### config.mk
export PLATFORM = sky130hd
export DESIGN_NAME = urs_div
export DESIGN_NICKNAME = d
export VERILOG_FILES = /design/src/rtl/urs_pkg.sv /design/src/rtl/urs_div.sv
export SDC_FILE = /design/constraint.sdc
export NUM_CORES = 1
export LEC_CHECK = 0
export BUFFER_PORTS_ARGS = -buffer_cell sky130_fd_sc_hd__buf_2
export CAP_MARGIN = 10
export CORE_ASPECT_RATIO = 2
export CORE_MARGIN = 4
export CORE_UTILIZATION = 55
export CTS_CLUSTER_DIAMETER = 120
export DETAILED_ROUTE_END_ITERATION = 8
export PLACE_DENSITY = 0.9
export SYNTH_ARGS = -nofsm -noshare
export SYNTH_HDL_FRONTEND = slang
export SYNTH_SLANG_ARGS = --single-unit
### constraint.sdc
create_clock -name clk -period 4.3 [get_ports clk]
set_input_delay 0.43 -clock clk [delete_from_list [all_inputs] [get_ports clk]]
set_output_delay 0.43 -clock clk [all_outputs]
set_load 0.01 [all_outputs]
### src/rtl/urs_pkg.sv
package urs_pkg;

	localparam int TIME_W = 48;
	localparam int VAL_W = 32;
	localparam int IDX_W = 8;
	localparam int PERIOD_W = 24;
	// Rounded quotient numerator: 33-bit magnitude times period plus half divisor.
	localparam int NUM_W = 58;
	localparam int PROD_W = 57;
	localparam int CNT_W = 6;

	typedef struct packed {
		logic [TIME_W-1:0] sample_time;
		logic [IDX_W-1:0] element_index;
		logic signed [VAL_W-1:0] sample_value;
		logic last_element;
	} in_word_t;

	typedef struct packed {
		logic [TIME_W-1:0] grid_time;
		logic [IDX_W-1:0] out_index;
		logic signed [VAL_W-1:0] grid_value;
		logic end_of_run;
		logic gap_overflow;
	} out_word_t;

endpackage

### src/rtl/urs_div.sv
module urs_div (
	input logic clk,
	input logic arst_n,
	input logic start,
	input logic [urs_pkg::NUM_W-1:0] dividend,
	input logic [urs_pkg::TIME_W-1:0] divisor,
	output logic busy,
	output logic [urs_pkg::NUM_W-1:0] quotient
);
	import urs_pkg::*;

	logic busy_q;
	logic [CNT_W-1:0] cnt_q;
	logic [TIME_W-1:0] rem_q;
	logic [TIME_W-1:0] div_q;
	logic [NUM_W-1:0] quo_q;
	logic [TIME_W:0] shifted;
	logic [TIME_W:0] trial;

	// One quotient bit per cycle, restoring form; dividend bits shift out of
	// the top of quo_q while quotient bits shift in at the bottom.
	assign shifted = {rem_q, quo_q[NUM_W-1]};
	assign trial = shifted - {1'b0, div_q};

	always_ff @(posedge clk or negedge arst_n) begin
		if (!arst_n) begin
			busy_q <= 1'b0;
			cnt_q <= '0;
		end else if (start) begin
			busy_q <= 1'b1;
			cnt_q <= '0;
		end else if (busy_q) begin
			cnt_q <= cnt_q + 1'b1;
			if (cnt_q == CNT_W'(NUM_W - 1)) begin
				busy_q <= 1'b0;
			end
		end
	end

	always_ff @(posedge clk) begin
		if (start) begin
			rem_q <= '0;
			div_q <= divisor;
			quo_q <= dividend;
		end else if (busy_q) begin
			if (!trial[TIME_W]) begin
				rem_q <= trial[TIME_W-1:0];
				quo_q <= {quo_q[NUM_W-2:0], 1'b1};
			end else begin
				rem_q <= shifted[TIME_W-1:0];
				quo_q <= {quo_q[NUM_W-2:0], 1'b0};
			end
		end
	end

	assign busy = busy_q;
	assign quotient = quo_q;

endmodule

==> results.json, run 1 <==
{
  "status": "completed",
  "placed_cell_area_um2": 10300,
  "drive_gt1_share_pct": 25.8,
  "postCtsResizedCells": 0,
  "ir_worst_vdd_mv": 0.424,
  "initial_core_util_pct": 55.8,
  "worst_skew_pair.late_latency_ns": 0.43,
  "fmax_mhz": 265,
  "synth-seq-cells": 161,
  "r2r-start": "quotient[57]$_DFFE_PP_",
  "grt_overflow": 0,
  "die_w_um": 100,
  "arrival_ns": 4.03,
  "critical_path.max_stage_delay_ns": 0.45,
  "synth_top_area_share_pct": 34.2,
  "r2r_setup_slack_ns": 0.52,
  "syn_area_per_cell_um2": 10.5,
  "period_share_pct": 87.8,
  "syn_nets": 1046,
  "min_from": "divisor[42]",
  "cts_buffer_depth": 2,
  "post_drt_wl_per_cell_um": 18.5,
  "clk_pin_slew_worst_paths_ns": 0.07,
  "synth_top_cells_by_area": "edfxtp_1 34%, dfxtp_1 10%, mux2_2 6.9%, ha_1 6.7%, mux2i_1 3.9%",
  "path_class": "register to register",
  "ant_nets": 0,
  "ys_warn_count": 0,
  "crit_buf_inv": 2,
  "synth_most_common_cell": "edfxtp_1",
  "setup_viol": 0,
  "cp_num_cells": 13,
  "wl_um": 23300,
  "maxCapViolations": 0,
  "ys_types": 63,
  "syn_inst": 886,
  "drc": 0,
  "track_usage_pct": 24.6,
  "path_max_fanout": 24,
  "gp_congestion": 0.931,
  "dr.pass1.iters": 5,
  "power_density_nw_per_um2": 569,
  "worstPathCellList": "inv_1, ha_1, fa_1, nand2b_1, a21oi_1, o211ai_1, a2111oi_2, nor3_2, o21bai_4, xor2_4, buf_4, mux2i_1, a211oi_1",
  "io_buffers": 167,
  "holdPathStages": 1,
  "cts_buffers": 17,
  "async_reset_ff_share_pct": 4.35,
  "fin_setup_tns_ns": 0,
  "fin_crit_ns": 3.78,
  "relSlewSlack_pct": 35.5,
  "vias_per_cell": 6.00,
  "synthFlopType": "edfxtp_1",
  "crit_required_ns": 4.55,
  "synth_top_cell_by_area": "edfxtp_1",
  "final_core_util_pct": 65.4,
  "grt_max_degree": 137,
  "total_power_mw": 6.21,
  "cts.sinks": 161,
  "core_area_um2": 16700,
  "htreeDepth": 4,
  "slowest_stage": "buf_4",
  "die_y_um": 192,
  "dp_slack_ns": 0.564,
  "startpoint_type": "register",
  "synth-edff-count": 106,
  "dp.cells": 1223,
  "synthTopCellsByCount": "106 x edfxtp_1, 72 x nor2_1, 61 x a21oi_1",
  "hpwl_um": 16900,
  "std_cell_rows": 67,
  "vias": 7537,
  "path_delay_family": "compound AO/OA/AOI/OAI gates",
  "r2r_end": "rem_q[7]$_SDFFE_PP0P_",
  "grt_pass1_vias": 7690,
  "cts_tree": "yes",
  "holdPathEnd": "div_q[42]$_DFFE_PP_",
  "cts_setup_buffers": 0,
  "cp-end-kind": "register",
  "area_delta_synth_final_pct": 17.3,
  "ys_seq_area_share_pct": 46.4,
  "hold_buffers": 1,
  "ff2ff_path_depth": 13,
  "worstMarginPinSlew_ns": 0.967,
  "holdWs_ns": 0.172,
  "power_leakage_nw": 4.71,
  "slew_viol_final": 0,
  "setup_ws_ns": 0.523,
  "rsz0062_at_grt": "no",
  "final_nets": 1196,
  "root_buffer": "clkbuf_16",
  "final_area_um2": 10900,
  "ioPinCount": 168,
  "antenna_found_initial": 1,
  "dr.first_iter.drc_count": 423,
  "skew_ns": 0.00933,
  "hold_class": "input pin to register",
  "finalHoldViolCount": 0,
  "die-area_um2": 19200,
  "synthesis.area_um2": 9310,
  "grt_pass1_wl_um": 37200,
  "stdcell_count": 1257
}
==> state kept, by name, summed over array words and instances (netlist names) <==
signal    count
cnt_q         6
quotient     58
div_q        48
rem_q        48
busy          1
==> cell families (layout without fill, tap and decap cells) <==
group	after synthesis	after routing	share of synthesized area [%]
compound gates	224	224	16.1
simple gates	205	205	10.6
flops	161	161	46.4
buf+inv	104	267	4.56
mux	93	93	10.8
fa+ha+maj	51	51	6.93
xor+xnor	48	48	4.72
other cells	0	1	0
==> worst max-delay path by stage <==
stage                                      start                     end  slack (ns)
after global routing      quotient[57]$_DFFE_PP_  rem_q[13]$_SDFFE_PP0P_        0.27
after floorplan           quotient[57]$_DFFE_PP_  rem_q[34]$_SDFFE_PP0P_        1.09
after CTS                 quotient[57]$_DFFE_PP_   rem_q[7]$_SDFFE_PP0P_        0.55
after global placement    quotient[57]$_DFFE_PP_  rem_q[25]$_SDFFE_PP0P_        0.74
after detailed placement  quotient[57]$_DFFE_PP_  rem_q[13]$_SDFFE_PP0P_        0.56
final                     quotient[57]$_DFFE_PP_   rem_q[7]$_SDFFE_PP0P_        0.52
==> cells in the final DEF, fill, tap and decap left out, types with 3 or more instances in the layout <==
| cell type | n |
|---|---|
| buf_2 | 166 |
| edfxtp_1 | 106 |
| nor2_1 | 72 |
| a21oi_1 | 61 |
| inv_1 | 60 |
| mux2_2 | 57 |
| ha_1 | 50 |
| dfxtp_1 | 48 |
| nand2_1 | 46 |
| a211oi_1 | 45 |
| mux2i_1 | 36 |
| xnor2_1 | 28 |
| o21ai_0 | 23 |
| a21o_1 | 21 |
| xor2_1 | 19 |
| clkbuf_16 | 17 |
| nand2b_1 | 15 |
| nand4_1 | 15 |
| a31oi_1 | 12 |
| nand3_1 | 11 |
| nor2b_1 | 10 |
| o21bai_1 | 10 |
| o31ai_1 | 8 |
| nor3_1 | 8 |
| and3_1 | 8 |
| o21a_1 | 8 |
| o211ai_1 | 6 |
| dfrtp_1 | 6 |
| buf_4 | 6 |
| o21ai_1 | 5 |
| o22ai_1 | 4 |
| and2_1 | 4 |
| bufinv_16 | 4 |
| and4_1 | 3 |
| or3_1 | 3 |
| o2111ai_1 | 3 |
| clkinv_4 | 3 |
| clkinv_1 | 3 |
==> final cells by class <==
type,count,area [µm²]
antenna,1,2.50
clock buffer,18,439
clock inverter,14,186
fill,1286,5760
inverter,60,225
multi-input combinational,621,4570
sequential,161,4320
tap,207,259
timing repair buffer,175,917
==> routing by layer <==
layer	global-route usage, %	part of all wire (%)
met4	13.6	4.7
met5	0	0
met2	45.8	54
met3	5.60	6.4
met1	24.6	35
==> power breakdown <==
part	internal [mW]	leakage, nW	switching, mW
clock	0.985	0.299	0.642
sequential	1.92	1.56	0.199
combinational	1.08	2.84	1.38
Note: power is estimated with default switching activity, not from simulation.
==> run 2: changes to the inputs <==
MAX_ROUTING_LAYER = met4   (was default)
==> run 2 against run 1 <==
  * Global-route usage rose by 1.3 points
  * Design area fell by 0.25%
  * Final cell count grew 0.16%
  * First-iteration DRC count increased by 23%
  * Clock power is 8% lower
  * Routed wire length is 0.62% higher
  * Critical endpoint is now rem_q[28]$_SDFFE_PP0P_
  * Sequential power about the same
  * Die area is the same
  * Register-to-register slack better by 0.096 ns
  * Sequential share of layout area is 0.10 points higher
==> results.json, run 2 (synthesized netlist as in run 1, its figures left out) <==
{
  "power_density_nw_per_um2": 564,
  "period_share_pct": 85.6,
  "path_max_fanout": 15,
  "layout_common_cells": "166 x buf_2, 106 x edfxtp_1, 72 x nor2_1",
  "worstMarginPinSlew_ns": 0.876,
  "maxCapViolations": 0,
  "initial_core_util_pct": 55.8,
  "grt_pass1_vias": 7902,
  "drive_gt1_share_pct": 26.1,
  "die_w_um": 100,
  "endpoint": "rem_q[28]$_SDFFE_PP0P_",
  "status": "completed",
  "std_cell_rows": 67,
  "gp_congestion": 1.01,
  "hold_buffers": 1,
  "worstSetupStartpoint": "quotient[57]$_DFFE_PP_",
  "p_comb_share_pct": 41.1,
  "p_clk_share_pct": 24.4,
  "io_buffers": 167,
  "swShare_pct": 36.9,
  "slew_viol_final": 0,
  "postCtsResizedCells": 0,
  "critical_path.max_stage_delay_ns": 0.48,
  "stdcell_count": 1259,
  "cts_tree": "yes",
  "fin_setup_tns_ns": 0,
  "drc": 0,
  "dr.pass1.iters": 5,
  "antenna_found_initial": 0,
  "cp_num_cells": 13,
  "final_common_cell": "buf_2",
  "die_y_um": 192,
  "relSlewSlack_pct": 41.6,
  "setup_viol": 0,
  "die-area_um2": 19200,
  "vias": 7540,
  "core_area_um2": 16700,
  "p_int_mw": 3.87,
  "ff2ff_path_depth": 13,
  "track_usage_pct": 25.9,
  "arrival_ns": 3.95,
  "startpoint_type": "register",
  "multi_input_area_um2": 4570,
  "slowest_stage": "xor2_4",
  "vias_per_cell": 5.99,
  "power.switching_mw": 2.27,
  "largest_reg_flops": 58,
  "finalHoldViolCount": 0,
  "r2r-start": "quotient[57]$_DFFE_PP_",
  "fin_crit_ns": 3.68,
  "skew_ns": 0.00953,
  "cts_buffers": 17,
  "crit_required_ns": 4.57,
  "clk_pin_slew_worst_paths_ns": 0.07,
  "worstPathCellList": "inv_1, ha_1, fa_1, nand2b_1, a21oi_1, o211ai_1, a2111oi_2, nor3_2, o21bai_4, xor2_4, buf_4, mux2i_1, a211oi_1",
  "path_delay_family": "compound AO/OA/AOI/OAI gates",
  "grt_max_degree": 72,
  "ioPinCount": 168,
  "grt_pass1_wl_um": 37900,
  "rsz0062_at_grt": "no",
  "r2r_setup_slack_ns": 0.62,
  "worst_skew_pair.late_latency_ns": 0.43,
  "grt_overflow": 0,
  "hold_class": "input pin to register",
  "cts_setup_buffers": 0,
  "cts_buffer_depth": 2,
  "ant_nets": 0,
  "wl_um": 23400,
  "ir_worst_vdd_mv": 0.393,
  "post_drt_wl_per_cell_um": 18.6,
  "htreeDepth": 4,
  "fmax_mhz": 272,
  "path_class": "register to register",
  "r2r_end": "rem_q[28]$_SDFFE_PP0P_",
  "area_delta_synth_final_pct": 17.0,
  "antenna_cells": 0,
  "hpwl_um": 17600,
  "final_nets": 1199,
  "crit_buf_inv": 2,
  "min_from": "divisor[10]",
  "dp.cells": 1226,
  "power_leakage_nw": 4.70,
  "root_buffer": "clkbuf_16",
  "regArea_um2": 4320,
  "cts.sinks": 161,
  "cp-end-kind": "register",
  "power_frac_seq_pct": 34.6,
  "dr.first_iter.drc_count": 521,
  "nFillCells": 1274
}
==> run 2: changes by cell type in the layout (fill, tap and decap cells not counted), sizes merged <==
cell | previous run | this run
bufinv | 4 | 1
inv | 61 | 65
buf | 174 | 177
clkinv | 7 | 4
diode | 1 | 0
clkbuf | 18 | 20
==> run 2: worst register-to-register path, stage by stage (launching register included) <==
cell and delay, ns:
edfxtp_1 0.36, inv_1 0.05, ha_1 0.21, fa_1 0.39
nand2b_1 0.20, a21oi_1 0.21, o211ai_1 0.19, a2111oi_2 0.43
nor3_2 0.12, o21bai_4 0.22, xor2_4 0.49, buf_4 0.34
mux2i_1 0.24, a211oi_1 0.09
==> run 2: how the worst min path moves through the flow <==
| stage | endpoint | slack [ns] | depth (start not counted) |
|---|---|---|---|
| after floorplan | busy$_DFF_PN0_ | 0.13 | 0 |
| after global placement | cnt_q[2]$_DFFE_PN0P_ | 0.27 | 1 |
| after detailed placement | cnt_q[3]$_DFFE_PN0P_ | 0.27 | 1 |
| after CTS | div_q[31]$_DFFE_PP_ | 0.15 | 1 |
| after global routing | div_q[42]$_DFFE_PP_ | 0.15 | 1 |
| final | div_q[10]$_DFFE_PP_ | 0.17 | 1 |
==> run 2: layout make-up <==
class | count | share of cell area (%)
clock buffer | 20 | 4.20
clock inverter | 12 | 1.10
inverter | 60 | 2.07
multi-input combinational | 621 | 41.9
sequential | 161 | 39.7
tap | 207 | 2.38
timing repair buffer | 178 | 8.63
==> run 2: metal layers <==
layer | global-route usage, % | wire length, µm | share of wire, % | vias up
li1 | - | - | - | 3566
met1 | 26.7 | 8260 | 35 | 3574
met2 | 45.6 | 12600 | 54 | 310
met3 | 4.25 | 1220 | 5.2 | 90
met4 | 15.4 | 1340 | 5.7 | 0
met5 | - | 0 | 0 | -
==> run 2: metrics by stage <==
stage	setup slack (ns)	cell area (µm²)	hold WS [ns]	util, %	power, mW
2_1_floorplan	1.09	9310	0.134	-	3.99
3_3_place_gp	0.727	10300	0.267	61.8	4.56
3_5_place_dp	0.628	10300	0.268	61.8	4.62
4_1_cts	0.600	10900	0.149	65.3	6.13
5_1_grt	0.332	10900	0.155	65.3	6.49
6_report	0.620	10900	0.170	65.3	6.14
==> run 2: power by group through the flow <==
stage | clock [mW] | sequential [mW] | combinational [mW]
floorplan | 0 | 2.12 | 1.87
global placement | 0 | 2.14 | 2.42
detailed placement | 0 | 2.14 | 2.47
CTS | 1.52 | 2.12 | 2.49
global route | 1.58 | 2.15 | 2.75
finish | 1.50 | 2.12 | 2.52
